File: src/rtl/sapt_pkg.sv
package sapt_pkg;

    // counter width and count of tally cells
    localparam int COUNT_WIDTH = 32;
    localparam int TALLY_CELLS = 9;
    localparam int CELL_W      = 4;

    // queue between front and back
    localparam int QUEUE_DEPTH = 4;
    localparam int QPTR_W      = $clog2(QUEUE_DEPTH);
    localparam int QCNT_W      = $clog2(QUEUE_DEPTH + 1);

    // item modes
    localparam logic [2:0] MODE_SITE_BEGIN = 3'd0;
    localparam logic [2:0] MODE_READ_BEGIN = 3'd1;
    localparam logic [2:0] MODE_CIGAR_OP   = 3'd2;
    localparam logic [2:0] MODE_READ_BASE  = 3'd3;
    localparam logic [2:0] MODE_SITE_END   = 3'd4;
    localparam logic [2:0] MODE_QUERY      = 3'd5;

    // cigar op codes
    localparam logic [3:0] CIGAR_M = 4'd0;
    localparam logic [3:0] CIGAR_I = 4'd1;
    localparam logic [3:0] CIGAR_D = 4'd2;
    localparam logic [3:0] CIGAR_N = 4'd3;
    localparam logic [3:0] CIGAR_S = 4'd4;
    localparam logic [3:0] CIGAR_EQ = 4'd7;
    localparam logic [3:0] CIGAR_X = 4'd8;

    // flag bit of a reverse-strand read
    localparam int FLAG_REVERSE_BIT = 4;

    // register indexes
    localparam logic REG_MIN_MAPQ    = 1'b0;
    localparam logic REG_REJECT_MASK = 1'b1;

    localparam logic [7:0]  MIN_MAPQ_RESET    = 8'd20;
    localparam logic [15:0] REJECT_MASK_RESET = 16'h0704;

    // work handed to the back part
    typedef enum logic [1:0] {
        OP_PASS,
        OP_INCR,
        OP_QUERY
    } back_op_t;

    typedef struct packed {
        back_op_t          op;
        logic              base_needed;
        logic [31:0]       base_offset;
        logic              read_kept;
        logic              site_counted;
        logic [CELL_W-1:0] tally_sel;
    } queue_entry_t;

    typedef struct packed {
        logic [7:0]  min_map_quality;
        logic [15:0] reject_flag_mask;
    } cfg_t;

    // 4-bit nucleotide code to ascii
    function automatic logic [7:0] nt16_ascii(input logic [3:0] code);
        logic [7:0] ch;
        unique case (code)
            4'd0:  ch = "=";
            4'd1:  ch = "A";
            4'd2:  ch = "C";
            4'd3:  ch = "M";
            4'd4:  ch = "G";
            4'd5:  ch = "R";
            4'd6:  ch = "S";
            4'd7:  ch = "V";
            4'd8:  ch = "T";
            4'd9:  ch = "W";
            4'd10: ch = "Y";
            4'd11: ch = "H";
            4'd12: ch = "K";
            4'd13: ch = "D";
            4'd14: ch = "B";
            default: ch = "N";
        endcase
        return ch;
    endfunction

endpackage

File: src/rtl/sapt_front.sv
module sapt_front (
    input  logic                  aclk,
    input  logic                  aresetn,
    input  sapt_pkg::cfg_t        cfg,
    input  logic                  s_valid,
    input  logic                  queue_full,
    output logic                  s_ready,
    input  logic [2:0]            s_mode,
    input  logic [30:0]           s_position,
    input  logic [7:0]            s_ref_letter,
    input  logic [7:0]            s_alt_letter,
    input  logic [15:0]           s_read_flags,
    input  logic [7:0]            s_map_quality,
    input  logic [3:0]            s_cigar_code,
    input  logic [27:0]           s_cigar_length,
    input  logic [3:0]            s_base_code,
    input  logic [3:0]            s_cell_index,
    output logic                  push,
    output sapt_pkg::queue_entry_t push_entry
);

    logic [30:0] site_position_reg, site_position_next;
    logic [7:0]  site_ref_reg, site_ref_next;
    logic [7:0]  site_alt_reg, site_alt_next;
    logic        read_ok_reg, read_ok_next;
    logic        read_reverse_reg, read_reverse_next;
    logic [31:0] walk_ref_reg, walk_ref_next;
    logic [31:0] walk_query_reg, walk_query_next;
    logic        site_found_reg, site_found_next;
    logic        walk_over_reg, walk_over_next;
    logic [1:0]  kept_reg, kept_next;
    logic [1:0]  pair_strand_reg, pair_strand_next;
    logic [1:0]  pair_allele_reg, pair_allele_next;

    logic        accept;
    logic [31:0] site32;
    logic [31:0] len32;
    logic [32:0] ref_end;
    logic        is_match;
    logic        hit;
    logic [31:0] hit_offset;
    logic [7:0]  base_ch;
    logic        is_ref;
    logic        is_alt;
    logic [1:0]  row;
    logic [1:0]  col;

    assign s_ready = !queue_full;
    assign accept  = s_valid && s_ready;
    assign push    = accept;

    // closed-form walk of one cigar op
    assign site32     = {1'b0, site_position_reg};
    assign len32      = {4'b0, s_cigar_length};
    assign ref_end    = {1'b0, walk_ref_reg} + {1'b0, len32};
    assign is_match   = (s_cigar_code == sapt_pkg::CIGAR_M) ||
                        (s_cigar_code == sapt_pkg::CIGAR_EQ) ||
                        (s_cigar_code == sapt_pkg::CIGAR_X);
    assign hit        = (walk_ref_reg <= site32) && ({1'b0, site32} < ref_end);
    assign hit_offset = walk_query_reg + (site32 - walk_ref_reg);

    // allele of the read base
    assign base_ch = sapt_pkg::nt16_ascii(s_base_code);
    assign is_ref  = (base_ch == site_ref_reg);
    assign is_alt  = (base_ch == site_alt_reg);

    // tally cell of the kept pair
    assign row = {1'b0, pair_strand_reg[0]} + {1'b0, pair_strand_reg[1]};
    assign col = {1'b0, pair_allele_reg[0]} + {1'b0, pair_allele_reg[1]};

    // per-item state update and classification
    always_comb begin
        site_position_next = site_position_reg;
        site_ref_next      = site_ref_reg;
        site_alt_next      = site_alt_reg;
        read_ok_next       = read_ok_reg;
        read_reverse_next  = read_reverse_reg;
        walk_ref_next      = walk_ref_reg;
        walk_query_next    = walk_query_reg;
        site_found_next    = site_found_reg;
        walk_over_next     = walk_over_reg;
        kept_next          = kept_reg;
        pair_strand_next   = pair_strand_reg;
        pair_allele_next   = pair_allele_reg;
        push_entry         = '0;
        push_entry.op      = sapt_pkg::OP_PASS;

        unique case (s_mode)
            sapt_pkg::MODE_SITE_BEGIN: begin
                site_position_next = s_position;
                site_ref_next      = s_ref_letter;
                site_alt_next      = s_alt_letter;
                kept_next          = 2'd0;
                read_ok_next       = 1'b0;
                site_found_next    = 1'b0;
                walk_over_next     = 1'b0;
            end
            sapt_pkg::MODE_READ_BEGIN: begin
                read_ok_next      = ((s_read_flags & cfg.reject_flag_mask) == 16'd0) &&
                                    (s_map_quality >= cfg.min_map_quality);
                read_reverse_next = s_read_flags[sapt_pkg::FLAG_REVERSE_BIT];
                walk_ref_next     = {1'b0, s_position};
                walk_query_next   = 32'd0;
                site_found_next   = 1'b0;
                walk_over_next    = 1'b0;
            end
            sapt_pkg::MODE_CIGAR_OP: begin
                if (read_ok_reg && !site_found_reg && !walk_over_reg) begin
                    if (is_match) begin
                        if (hit) begin
                            site_found_next        = 1'b1;
                            push_entry.base_needed = 1'b1;
                            push_entry.base_offset = hit_offset;
                        end else begin
                            walk_ref_next   = ref_end[31:0];
                            walk_query_next = walk_query_reg + len32;
                        end
                    end else if ((s_cigar_code == sapt_pkg::CIGAR_D) ||
                                 (s_cigar_code == sapt_pkg::CIGAR_N)) begin
                        walk_ref_next = ref_end[31:0];
                    end else if ((s_cigar_code == sapt_pkg::CIGAR_I) ||
                                 (s_cigar_code == sapt_pkg::CIGAR_S)) begin
                        walk_query_next = walk_query_reg + len32;
                    end
                    if (!site_found_next && (walk_ref_next > site32)) begin
                        walk_over_next = 1'b1;
                    end
                end
            end
            sapt_pkg::MODE_READ_BASE: begin
                if (read_ok_reg && site_found_reg) begin
                    if (is_ref || is_alt) begin
                        if (kept_reg < 2'd2) begin
                            pair_strand_next[kept_reg[0]] = read_reverse_reg;
                            pair_allele_next[kept_reg[0]] = !is_ref;
                        end
                        if (kept_reg != 2'd3) begin
                            kept_next = kept_reg + 2'd1;
                        end
                        push_entry.read_kept = 1'b1;
                    end
                    read_ok_next = 1'b0;
                end
            end
            sapt_pkg::MODE_SITE_END: begin
                if (kept_reg == 2'd2) begin
                    push_entry.op           = sapt_pkg::OP_INCR;
                    push_entry.site_counted = 1'b1;
                    push_entry.tally_sel    = sapt_pkg::CELL_W'({1'b0, row, 1'b0} +
                                                                {2'b00, row} + {2'b00, col});
                end
                kept_next = 2'd0;
            end
            sapt_pkg::MODE_QUERY: begin
                push_entry.op        = sapt_pkg::OP_QUERY;
                push_entry.tally_sel = s_cell_index;
            end
            default: begin
                push_entry.op = sapt_pkg::OP_PASS;
            end
        endcase
    end

    // control state
    always_ff @(posedge aclk) begin
        if (!aresetn) begin
            site_position_reg <= '0;
            site_ref_reg      <= '0;
            site_alt_reg      <= '0;
            read_ok_reg       <= 1'b0;
            read_reverse_reg  <= 1'b0;
            walk_ref_reg      <= '0;
            walk_query_reg    <= '0;
            site_found_reg    <= 1'b0;
            walk_over_reg     <= 1'b0;
            kept_reg          <= '0;
            pair_strand_reg   <= '0;
            pair_allele_reg   <= '0;
        end else if (accept) begin
            site_position_reg <= site_position_next;
            site_ref_reg      <= site_ref_next;
            site_alt_reg      <= site_alt_next;
            read_ok_reg       <= read_ok_next;
            read_reverse_reg  <= read_reverse_next;
            walk_ref_reg      <= walk_ref_next;
            walk_query_reg    <= walk_query_next;
            site_found_reg    <= site_found_next;
            walk_over_reg     <= walk_over_next;
            kept_reg          <= kept_next;
            pair_strand_reg   <= pair_strand_next;
            pair_allele_reg   <= pair_allele_next;
        end
    end

endmodule

File: src/rtl/sapt_queue.sv
module sapt_queue (
    input  logic                   aclk,
    input  logic                   aresetn,
    input  logic                   push,
    input  sapt_pkg::queue_entry_t push_entry,
    output logic                   full,
    input  logic                   pop,
    output sapt_pkg::queue_entry_t pop_entry,
    output logic                   empty
);

    sapt_pkg::queue_entry_t slot_reg [sapt_pkg::QUEUE_DEPTH];

    logic [sapt_pkg::QPTR_W-1:0] wr_ptr_reg, wr_ptr_next;
    logic [sapt_pkg::QPTR_W-1:0] rd_ptr_reg, rd_ptr_next;
    logic [sapt_pkg::QCNT_W-1:0] count_reg, count_next;

    assign full      = (count_reg == sapt_pkg::QCNT_W'(sapt_pkg::QUEUE_DEPTH));
    assign empty     = (count_reg == '0);
    assign pop_entry = slot_reg[rd_ptr_reg];

    // pointer and fill count
    always_comb begin
        wr_ptr_next = wr_ptr_reg;
        rd_ptr_next = rd_ptr_reg;
        count_next  = count_reg;
        if (push) begin
            wr_ptr_next = sapt_pkg::QPTR_W'((32'(wr_ptr_reg) + 1) % sapt_pkg::QUEUE_DEPTH);
        end
        if (pop) begin
            rd_ptr_next = sapt_pkg::QPTR_W'((32'(rd_ptr_reg) + 1) % sapt_pkg::QUEUE_DEPTH);
        end
        if (push && !pop) begin
            count_next = count_reg + 1'b1;
        end else if (pop && !push) begin
            count_next = count_reg - 1'b1;
        end
    end

    always_ff @(posedge aclk) begin
        if (!aresetn) begin
            wr_ptr_reg <= '0;
            rd_ptr_reg <= '0;
            count_reg  <= '0;
        end else begin
            wr_ptr_reg <= wr_ptr_next;
            rd_ptr_reg <= rd_ptr_next;
            count_reg  <= count_next;
        end
    end

    // entry storage
    always_ff @(posedge aclk) begin
        if (push) begin
            slot_reg[wr_ptr_reg] <= push_entry;
        end
    end

endmodule

File: src/rtl/sapt_back.sv
module sapt_back (
    input  logic                   aclk,
    input  logic                   aresetn,
    input  logic                   empty,
    input  sapt_pkg::queue_entry_t entry,
    output logic                   pop,
    output logic                   m_valid,
    input  logic                   m_ready,
    output logic                   m_base_needed,
    output logic [31:0]            m_base_offset,
    output logic                   m_read_kept,
    output logic                   m_site_counted,
    output logic [31:0]            m_count_value
);

    logic [sapt_pkg::COUNT_WIDTH-1:0] tally_reg [sapt_pkg::TALLY_CELLS];

    logic        m_valid_reg;
    logic        base_needed_reg;
    logic [31:0] base_offset_reg;
    logic        read_kept_reg;
    logic        site_counted_reg;
    logic [31:0] count_value_reg;

    logic                             cell_ok;
    logic [sapt_pkg::COUNT_WIDTH-1:0] cell_count;

    assign pop = !empty && (!m_valid_reg || m_ready);

    assign cell_ok    = (entry.tally_sel < sapt_pkg::CELL_W'(sapt_pkg::TALLY_CELLS));
    assign cell_count = cell_ok ? tally_reg[entry.tally_sel] : '0;

    // saturating counters
    always_ff @(posedge aclk) begin
        if (!aresetn) begin
            for (int i = 0; i < sapt_pkg::TALLY_CELLS; i++) begin
                tally_reg[i] <= '0;
            end
        end else if (pop && (entry.op == sapt_pkg::OP_INCR) && cell_ok) begin
            if (cell_count != '1) begin
                tally_reg[entry.tally_sel] <= cell_count + 1'b1;
            end
        end
    end

    // output register
    always_ff @(posedge aclk) begin
        if (!aresetn) begin
            m_valid_reg <= 1'b0;
        end else if (pop) begin
            m_valid_reg <= 1'b1;
        end else if (m_ready) begin
            m_valid_reg <= 1'b0;
        end
    end

    always_ff @(posedge aclk) begin
        if (pop) begin
            base_needed_reg  <= entry.base_needed;
            base_offset_reg  <= entry.base_offset;
            read_kept_reg    <= entry.read_kept;
            site_counted_reg <= entry.site_counted;
            count_value_reg  <= (entry.op == sapt_pkg::OP_QUERY) ? 32'(cell_count) : 32'd0;
        end
    end

    assign m_valid        = m_valid_reg;
    assign m_base_needed  = base_needed_reg;
    assign m_base_offset  = base_offset_reg;
    assign m_read_kept    = read_kept_reg;
    assign m_site_counted = site_counted_reg;
    assign m_count_value  = count_value_reg;

endmodule

File: src/rtl/strand_allele_pair_tally.sv
// Strand/allele pair tally. Items enter on the s_ channel, one per cycle while
// s_ready is high: site begin, read begin, cigar ops, the read base at the reported
// offset, site end and counter query. Each item returns exactly one result on the m_
// channel, in order. The front classifies an item and updates the site, read and
// walk state in the cycle it is accepted; a four-entry queue then feeds the counter
// back end, which updates or reads one of nine saturating counters and loads the
// output register. Sustained rate is one item per cycle while m_ready is high, and
// the input stalls once four results wait in the queue behind a held output. The
// counters clear at reset; the user writes min_map_quality (byte address 0) and
// reject_flag_mask (byte address 4) over the APB port only while the block is idle;
// the block does not enforce this.
module strand_allele_pair_tally (
    input  logic        aclk,
    input  logic        aresetn,
    // configuration port
    input  logic        psel,
    input  logic        penable,
    input  logic        pwrite,
    input  logic [2:0]  paddr,
    input  logic [31:0] pwdata,
    output logic [31:0] prdata,
    output logic        pready,
    // input channel
    input  logic        s_valid,
    output logic        s_ready,
    input  logic [2:0]  s_mode,
    input  logic [30:0] s_position,
    input  logic [7:0]  s_ref_letter,
    input  logic [7:0]  s_alt_letter,
    input  logic [15:0] s_read_flags,
    input  logic [7:0]  s_map_quality,
    input  logic [3:0]  s_cigar_code,
    input  logic [27:0] s_cigar_length,
    input  logic [3:0]  s_base_code,
    input  logic [3:0]  s_cell_index,
    // result channel
    output logic        m_valid,
    input  logic        m_ready,
    output logic        m_base_needed,
    output logic [31:0] m_base_offset,
    output logic        m_read_kept,
    output logic        m_site_counted,
    output logic [31:0] m_count_value
);

    sapt_pkg::cfg_t         cfg_reg;
    sapt_pkg::queue_entry_t push_entry;
    sapt_pkg::queue_entry_t pop_entry;

    logic cfg_write;
    logic push;
    logic pop;
    logic queue_full;
    logic queue_empty;

    // register writes
    assign pready    = 1'b1;
    assign cfg_write = psel && penable && pwrite;

    always_ff @(posedge aclk) begin
        if (!aresetn) begin
            cfg_reg.min_map_quality  <= sapt_pkg::MIN_MAPQ_RESET;
            cfg_reg.reject_flag_mask <= sapt_pkg::REJECT_MASK_RESET;
        end else if (cfg_write) begin
            if (paddr[2] == sapt_pkg::REG_MIN_MAPQ) begin
                cfg_reg.min_map_quality <= pwdata[7:0];
            end else begin
                cfg_reg.reject_flag_mask <= pwdata[15:0];
            end
        end
    end

    // register reads
    always_comb begin
        if (paddr[2] == sapt_pkg::REG_REJECT_MASK) begin
            prdata = {16'd0, cfg_reg.reject_flag_mask};
        end else begin
            prdata = {24'd0, cfg_reg.min_map_quality};
        end
    end

    sapt_front u_front (
        .aclk           (aclk),
        .aresetn        (aresetn),
        .cfg            (cfg_reg),
        .s_valid        (s_valid),
        .queue_full     (queue_full),
        .s_ready        (s_ready),
        .s_mode         (s_mode),
        .s_position     (s_position),
        .s_ref_letter   (s_ref_letter),
        .s_alt_letter   (s_alt_letter),
        .s_read_flags   (s_read_flags),
        .s_map_quality  (s_map_quality),
        .s_cigar_code   (s_cigar_code),
        .s_cigar_length (s_cigar_length),
        .s_base_code    (s_base_code),
        .s_cell_index   (s_cell_index),
        .push           (push),
        .push_entry     (push_entry)
    );

    sapt_queue u_queue (
        .aclk       (aclk),
        .aresetn    (aresetn),
        .push       (push),
        .push_entry (push_entry),
        .full       (queue_full),
        .pop        (pop),
        .pop_entry  (pop_entry),
        .empty      (queue_empty)
    );

    sapt_back u_back (
        .aclk           (aclk),
        .aresetn        (aresetn),
        .empty          (queue_empty),
        .entry          (pop_entry),
        .pop            (pop),
        .m_valid        (m_valid),
        .m_ready        (m_ready),
        .m_base_needed  (m_base_needed),
        .m_base_offset  (m_base_offset),
        .m_read_kept    (m_read_kept),
        .m_site_counted (m_site_counted),
        .m_count_value  (m_count_value)
    );

endmodule
File: config.mk
export PLATFORM = sky130hd
export DESIGN_NAME = strand_allele_pair_tally
export DESIGN_NICKNAME = d
export VERILOG_FILES = /design/src/rtl/sapt_pkg.sv /design/src/rtl/sapt_front.sv /design/src/rtl/sapt_queue.sv /design/src/rtl/sapt_back.sv /design/src/rtl/strand_allele_pair_tally.sv
export SDC_FILE = /design/constraint.sdc
export NUM_CORES = 2
export LEC_CHECK = 0
export BUFFER_PORTS_ARGS = -buffer_cell sky130_fd_sc_hd__buf_2
export CORE_MARGIN = 5
export CORE_UTILIZATION = 46
export DETAILED_ROUTE_END_ITERATION = 7
export GPL_TIMING_DRIVEN = 0
export PLACE_DENSITY = 0.66
export SLEW_MARGIN = 10
export SYNTH_ARGS = -nofsm -noshare
export SYNTH_HDL_FRONTEND = slang
export SYNTH_SLANG_ARGS = --single-unit
File: constraint.sdc
create_clock -name aclk -period 13.4 [get_ports aclk]
set_input_delay 0 -clock aclk [delete_from_list [all_inputs] [get_ports aclk]]
set_output_delay 0 -clock aclk [all_outputs]
set_load 0.1 [all_outputs]
# Yosys cells after proc, flatten, opt, wreduce, memory -nomap -nowiden
# Memory sizes are Yosys's and may differ from the RTL's. A register that Yosys moved wholly into a read port is not among the register bits.
# Cells that the tools add are included.
# W data, S select, Z words.
dict set report totals {
  ramBits 452
  romBits 112
  n_memories 3
  out_inout_bits 102
  reg_bits 220
  input_bits 156
  latchBits 0
}
dict set report op_classes {
  addsub 14
  n_reduce_logical 54
  order_cmp 8
  eq_ne 27
  div_mod_pow 0
  n_mux 62
  mul 0
  shifts 0
  n_bitwise 2
}
# name words width rd rd_clocked_by_memory_dff write_ports line
set memory_table {}
lappend memory_table {u_back.tally_reg 9 32 1 0 9 sapt_back.sv:16} ;# logic [sapt_pkg::COUNT_WIDTH-1:0] tally_reg [sapt_pkg::TALLY_CELLS];
lappend memory_table {u_queue.slot_reg 4 41 1 1 1 sapt_queue.sv:12} ;# sapt_pkg::queue_entry_t slot_reg [sapt_pkg::QUEUE_DEPTH];
lappend memory_table {{(no name shown)} 16 7 1 0 0 sapt_pkg.sv:64} ;# unique case (code)
# operator n
set ops {}
lappend ops {{$mux W32} 13}
lappend ops {{$mux W33} 4}
lappend ops {{$pmux W32 S2} 2}
lappend ops {{$add A32 B28 Y33} 1}
lappend ops {{$lt A31 B33 Y1} 1}
lappend ops {{$add A32 B1 Y32 const B} 1}
lappend ops {{$add A32 B28 Y32} 1}
lappend ops {{$add A32 B32 Y32} 1}
lappend ops {{$gt A32 B31 Y1} 1}
lappend ops {{$le A32 B31 Y1} 1}
lappend ops {{$ne A32 B32 Y1 const B} 1}
lappend ops {{$reduce_or A32 Y1} 1}
lappend ops {{$sub A31 B32 Y32} 1}
lappend ops {{$mux W1} 24}
lappend ops {{$and A16 B16 Y16} 1}
lappend ops {{$eq A8 B8 Y1} 2}
lappend ops {{$logic_not A16 Y1} 1}
lappend ops {{$mux W16} 1}
lappend ops {{$logic_and A1 B1 Y1} 15}
lappend ops {{$mux W2} 5}
lappend ops {{$ne A2 B1 Y1 const B} 5}
lappend ops {{$reduce_and A5 Y1} 2}
lappend ops {{$reduce_bool A2 Y1} 5}
lappend ops {{$eq A3 B3 Y1 const B} 3}
lappend ops {{43 further kinds} 74}

# Depth between registers and ports, before layout
dict set report depth {
  ltp_word 12
  ltp_mapped 37
}

# By module
# A second synthesis with hierarchy kept.
dict set report unflattened {
  cells_unflattened 3518
  hier_area_um2 40410.0
}
# module seq_area_each_um2 n_inst cells_per_inst area_per_inst_um2
set by_module_without_submodules {}
lappend by_module_without_submodules {sapt_back 12812.3 1 1306 19095.8}
lappend by_module_without_submodules {sapt_front 2422.3 1 1819 13633.1}
lappend by_module_without_submodules {sapt_queue 5104.9 1 258 6412.4}
lappend by_module_without_submodules {strand_allele_pair_tally 480.5 1 135 1268.7}

# Least setup slack after synthesis
# OpenSTA, ideal clock, no wires.
dict set report synth_timing {
  kind {flip-flop to flip-flop}
  start {register u_front.walk_ref_reg[3]}
  end {register u_front.walk_over_reg}
  path_stages_with_launch 36
  t_required_ns 13.267
  setup_slack_ns 6.469
  arrival_ns 6.798
  path_cell_list {dfxtp_1 -> ha_1 -> a21oi_1 -> nor2b_1 -> o31ai_1 -> a211oi_1 -> o21ai_0 -> a21oi_1 -> o21ai_0 -> a21oi_1 -> a2111oi_0 -> ha_1 -> nand4_1 -> nor3_1 -> a221oi_1 -> o22ai_1 -> a211oi_1 -> o22ai_1 -> o31a_1 -> o21ai_1 -> buf_2 -> buf_2 -> clkbuf_1 -> nand2_1 -> o21ai_0 -> ha_1 -> a21o_1 -> a21o_1 -> a21o_1 -> a21oi_1 -> o22ai_1 -> a211o_1 -> a221oi_1 -> a31oi_1 -> o211ai_1 -> a311oi_1}
}
dict set report synth_via {
  elab_chain_len 11
  elab_cells_between_ends 18
  cone_classes {1 x add/sub; 3 x order compare; 1 x eq/ne; 9 x mux; 4 x reduce/logical}
}
# element line
set synth_rtl {}
lappend synth_rtl {{start, declared} sapt_front.sv:27} ;# logic [31:0] walk_ref_reg, walk_ref_next;
lappend synth_rtl {{start signal, assigned} sapt_front.sv:185} ;# walk_ref_reg <= walk_ref_next;
lappend synth_rtl {{$add A32 B28 Y33} sapt_front.sv:55} ;# assign ref_end = {1'b0, walk_ref_reg} + {1'b0, len32};
lappend synth_rtl {{$lt A31 B33 Y1} sapt_front.sv:59} ;# assign hit = (walk_ref_reg <= site32) && ({1'b0, site32} < ref_end);
lappend synth_rtl {{$logic_and A1 B1 Y1} sapt_front.sv:59}
lappend synth_rtl {{$mux W32 or $mux W1 (tied branches)} sapt_front.sv:110} ;# if (hit) begin
lappend synth_rtl {{$mux W32 or $mux W1 (tied branches)} sapt_front.sv:109} ;# if (is_match) begin
lappend synth_rtl {{$mux W32 or $mux W1 (tied branches)} sapt_front.sv:108} ;# if (read_ok_reg && !site_found_reg && !walk_over_reg) begin
lappend synth_rtl {{$mux W32 or $mux W1 (tied branches)} sapt_front.sv:88} ;# unique case (s_mode)
lappend synth_rtl {{$gt A32 B31 Y1 or $logic_not A1 Y1 (tied branches)} sapt_front.sv:125} ;# if (!site_found_next && (walk_ref_next > site32)) begin
lappend synth_rtl {{$logic_and A1 B1 Y1 (*)} sapt_front.sv:125}
lappend synth_rtl {{$ne A2 B1 Y1 (no source line) (*)} --}
lappend synth_rtl {{$reduce_and A4 Y1 (no source line) (*)} --}
lappend synth_rtl {{end signal, assigned} sapt_front.sv:188} ;# walk_over_reg <= walk_over_next;
lappend synth_rtl {{end, declared} sapt_front.sv:30} ;# logic walk_over_reg, walk_over_next;
# Mark *: on every way between the ends. The rest lies on a longest branch, timed or not. The select of a mux whose other input is x is not followed.
# A chain may end at the register's enable or synchronous reset.

# Worst setup path in the final report
dict set report layout_timing {
  start {register u_front.walk_ref_reg[1]}
  end {register u_front.walk_over_reg}
}
# Same word-level chain as after synthesis.

==> results <==
- The flow ran to the end, and the final reports show no timing, DRC or antenna violations.
- The arrival time at the worst endpoint is 9.78 ns.
- In the routed design, unresolved DRC markers number 0.
- The reg2reg setup slack is between 4 and 5 ns.
- The root buffer cell chosen for the clock tree is clkbuf_16.
- The H-tree depth reported by CTS is 3.
- The count of unique library cells instantiated by Yosys is between 90 and 100.
- The number of iterations in the first detailed-routing pass is 7.
- The cell area after layout is 43000 sq um.
- In the detailed route, the total length drawn on met3 is 8770 um.
- On the final layout, the worst clock skew is 0.0371 ns.
- The share of async-settable or async-resettable flops after synthesis is 0%.
- The worst-case setup margin in the final layout is 4.11 ns.
- Leaving out fill and tap cells, the most frequent cells in the layout are edfxtp_1 (516), nor2_1 (398), nand2_1 (363).
- 0 antenna diodes ended up in the layout.
- After detailed routing, no signal wire sits above met5.
- After layout, the minimum clock period comes to approximately 9.3 ns.
- Entering global routing, the biggest net connects 32 pins.
- The tightest min-delay check is of the input port to register type.
- Clock latency on the worst-skew pair, taken at its later pin, is 0.65 ns.
- Port buffering added 218 buffers.
- The floorplan has 103 rows.
- The global-route usage over all layers is 23.7%.
- The number of synthesized register bits is 671.
- The die area is 84900 sq um.
- The number of cells upsized or downsized after cts is 0.
- The end of the worst hold path is u_front.walk_ref_reg[31].
- The most common flop cell mapped by yosys is edfxtp_1.
- The sum of routed wire segments on met1 is 43900 um.
- The number of global-route vias before repair is approximately 27k.
- In this run the mean area of a mapped cell was 11.1 sq um.
- The cell area reported after detailed placement is 39300 sq um.
- The vias per cell is 5.63.
- The die boundary height is 291 um.
- The number of buffers between clock root and the deepest sink is 3.
- The detailed router placed 27.2k vias in this run.
- The final net count is 4113.
- The global-route congestion overflow total is 0.
- The worst hold path was traced through 6 stages.
- The post-place setup slack is roughly 3.8 ns.
- Setup violations remaining at the end of the flow were counted as 0.
- After clock tree synthesis, the clock-pin slew on the worst setup and hold paths is 0.06 ns.
- The TritonCTS clock tree is yes.
- The reg-to-reg critical path startpoint is u_front.walk_ref_reg[1].
- The maximum cell stage delay along the critical path is about 0.84 ns.
- After detailed routing, the average wire length per cell comes to roughly 21 um.
- Yosys mapped a number of flops with a built-in enable equal to 516.
- Compared with the post-synthesis result, the final layout area differs by 18.0%.
- For this run, the share of the core covered by cells in the final layout is 54.6%.
- Summed over all nets, wire length on met2 after detailed routing comes to 47700 um.
- Of the synthesized area, sequential elements account for between 50 and 60%.
- In this run the tightest slew margin relative to its limit is 22.4%.
- The share of cells above drive strength 1 is about 16%.
- The most frequent standard cell in the layout excluding fill and tap cells is edfxtp_1.
- The library cell appearing most often on the critical path is a21oi_1.
- Yosys printed 0 warnings.
- In this run, CTS created clock tree buffers numbering 76.
- The flip-flop count of the largest register after layout is 289.
- The final sum of negative setup slack is 0 ns.
- In this run the remaining antenna-violating nets after routing total 0.
- The synthesized instance count is 3275.
- The start point of the worst hold path is s_cigar_code[0].
- The wire length of the first global-routing pass is 157000 um.
- The worst-case IR drop observed on VDD is about 0.2 mV.
- The core area is 78700 sq um.
- The die extent in x is 291 um.
- Wires add up to 104000 um.
- The ratio of final minimum period to clock period is approximately 69%.
- The maximum net fanout on the critical path is 10.
- The post-synth design cell area is around 36000 sq um.
- The clock drives between 600 and 700 sinks.
- The static power due to leakage is between 15 and 20 nW.
- After the first detailed-routing iteration, the DRC count stood at 2610.
- Setup repair after global routing left no endpoint under its margin.
- The length in cells of the worst reg-to-reg path is 35.
- Data on the critical path is required at its endpoint by 13.89 ns.
- The detailed placement HPWL is between 70000 and 80000 um.
- The transition time at the pin with the least slew margin is 1.16 ns.
- The initial antenna violation count is 4.
- The congestion estimate from routability-driven global placement came to 0.947.
- The ratio of total power to cell area is between 150 and 200 nW/um^2.
- The kind of launch point of the worst setup path is a register.
- The effective utilization at floorplan is 46.3%.
- The end of the worst register-to-register path is u_front.walk_over_reg.
- STA classifies the critical path endpoint as a register.
- The type of the worst setup path is register to register.
- Max-cap violations in this run came to 0.
- The total count of max-transition violations in the final report is 0.
- The overall power is roughly 0.0075 W.
- The count of pins on the block boundary is 258.
- The source of the critical timing path is u_front.walk_ref_reg[1].
- The highest-delay cell along the critical path is a2111oi_1.
- Based on the critical path, the design can be clocked at up to 0.108 GHz.
- The number of hold violations in the final report is 0.
-- worst max-delay path, delay by kind of cell (launching register included) --
kind / cells / cell delay (ns)
adder cells (fa/ha/maj): 3 / 0.93
AND/OR/NAND/NOR: 4 / 0.35
flip-flops: 1 / 0.47
AO/OA/AOI/OAI: 25 / 6.18
buffers and inverters: 3 / 1.20
-- worst max-delay path by stage --
stage | end | cells after the start
3_3_place_gp | u_back.tally_reg[3][8] | 8
5_1_grt | u_front.walk_over_reg | 35
3_5_place_dp | u_front.walk_over_reg | 33
6_report | u_front.walk_over_reg | 35
2_1_floorplan | u_front.walk_over_reg | 35
4_1_cts | u_front.walk_over_reg | 33
-- synthesized netlist by cell type (20+ instances only) --
library cell | instances | area share, %
edfxtp_1 | 516 | 43
a21o_1 | 55 | 1.1
nand3_1 | 71 | 0.98
nor2_1 | 398 | 4.1
xor2_1 | 50 | 1.2
nand2_1 | 372 | 3.8
fa_1 | 35 | 1.9
nor2b_1 | 26 | 0.45
dfxtp_1 | 155 | 8.5
buf_6 | 29 | 0.90
mux4_2 | 95 | 5.9
a22oi_1 | 28 | 0.58
o21ai_0 | 112 | 1.5
a221oi_1 | 30 | 0.72
a21oi_1 | 211 | 2.9
o21a_1 | 20 | 0.41
nor3_1 | 29 | 0.40
nand4_1 | 32 | 0.55
inv_1 | 218 | 2.2
and2_1 | 50 | 0.86
mux2i_1 | 28 | 0.77
ha_1 | 205 | 7.0
buf_4 | 26 | 0.54
clkbuf_1 | 76 | 0.78
a31oi_1 | 21 | 0.36
xnor2_1 | 52 | 1.2
-- metrics by stage --
step / hold WS (ns) / cells
floorplan: 0.124 / 3291
CTS: 0.0102 / 4823
global placement: 0.213 / 4559
detailed placement: 0.216 / 4575
finish: 0.0562 / 4823
global route: 0.0823 / 4823
-- layout make-up --
class / count / area (sq um)
Buffer: 158 / 947
Clock buffer: 85 / 2010
Clock inverter: 49 / 519
Fill cell: 6722 / 35800
Inverter: 220 / 826
Multi-Input combinational cell: 2242 / 16200
Sequential cell: 671 / 18600
Tap cell: 1050 / 1310
Timing Repair Buffer: 348 / 2600
-- layer usage --
layer | vias to the layer above | GRT usage [%]
met5 | - | 0
met4 | 6 | 7.05
met3 | 183 | 4.07
met2 | 1173 | 37.9
met1 | 13100 | 33.6
li1 | 12700 | -
-- power breakdown --
group          internal, W  switching [W]
Clock              0.00119       0.000896
Combinational     0.000779        0.00204
Sequential         0.00250      0.0000802
-- logic make-up after synthesis --
logic type / Yosys count / synth area share (%)
fa+ha+maj: 240 / 8.96
xor+xnor: 115 / 3.06
other cells: 2 / 0.0206
simple gates: 1122 / 14.3
mux: 134 / 6.98
compound gates: 613 / 10.7
flops: 671 / 51.0
buf+inv: 378 / 4.87
-- timing repair --
action,4_1_cts,5_1_grt
hold endpoints to repair,174,0
hold buffers,114,0
setup buffers,0,0
(Power assumes the default switching activity.)
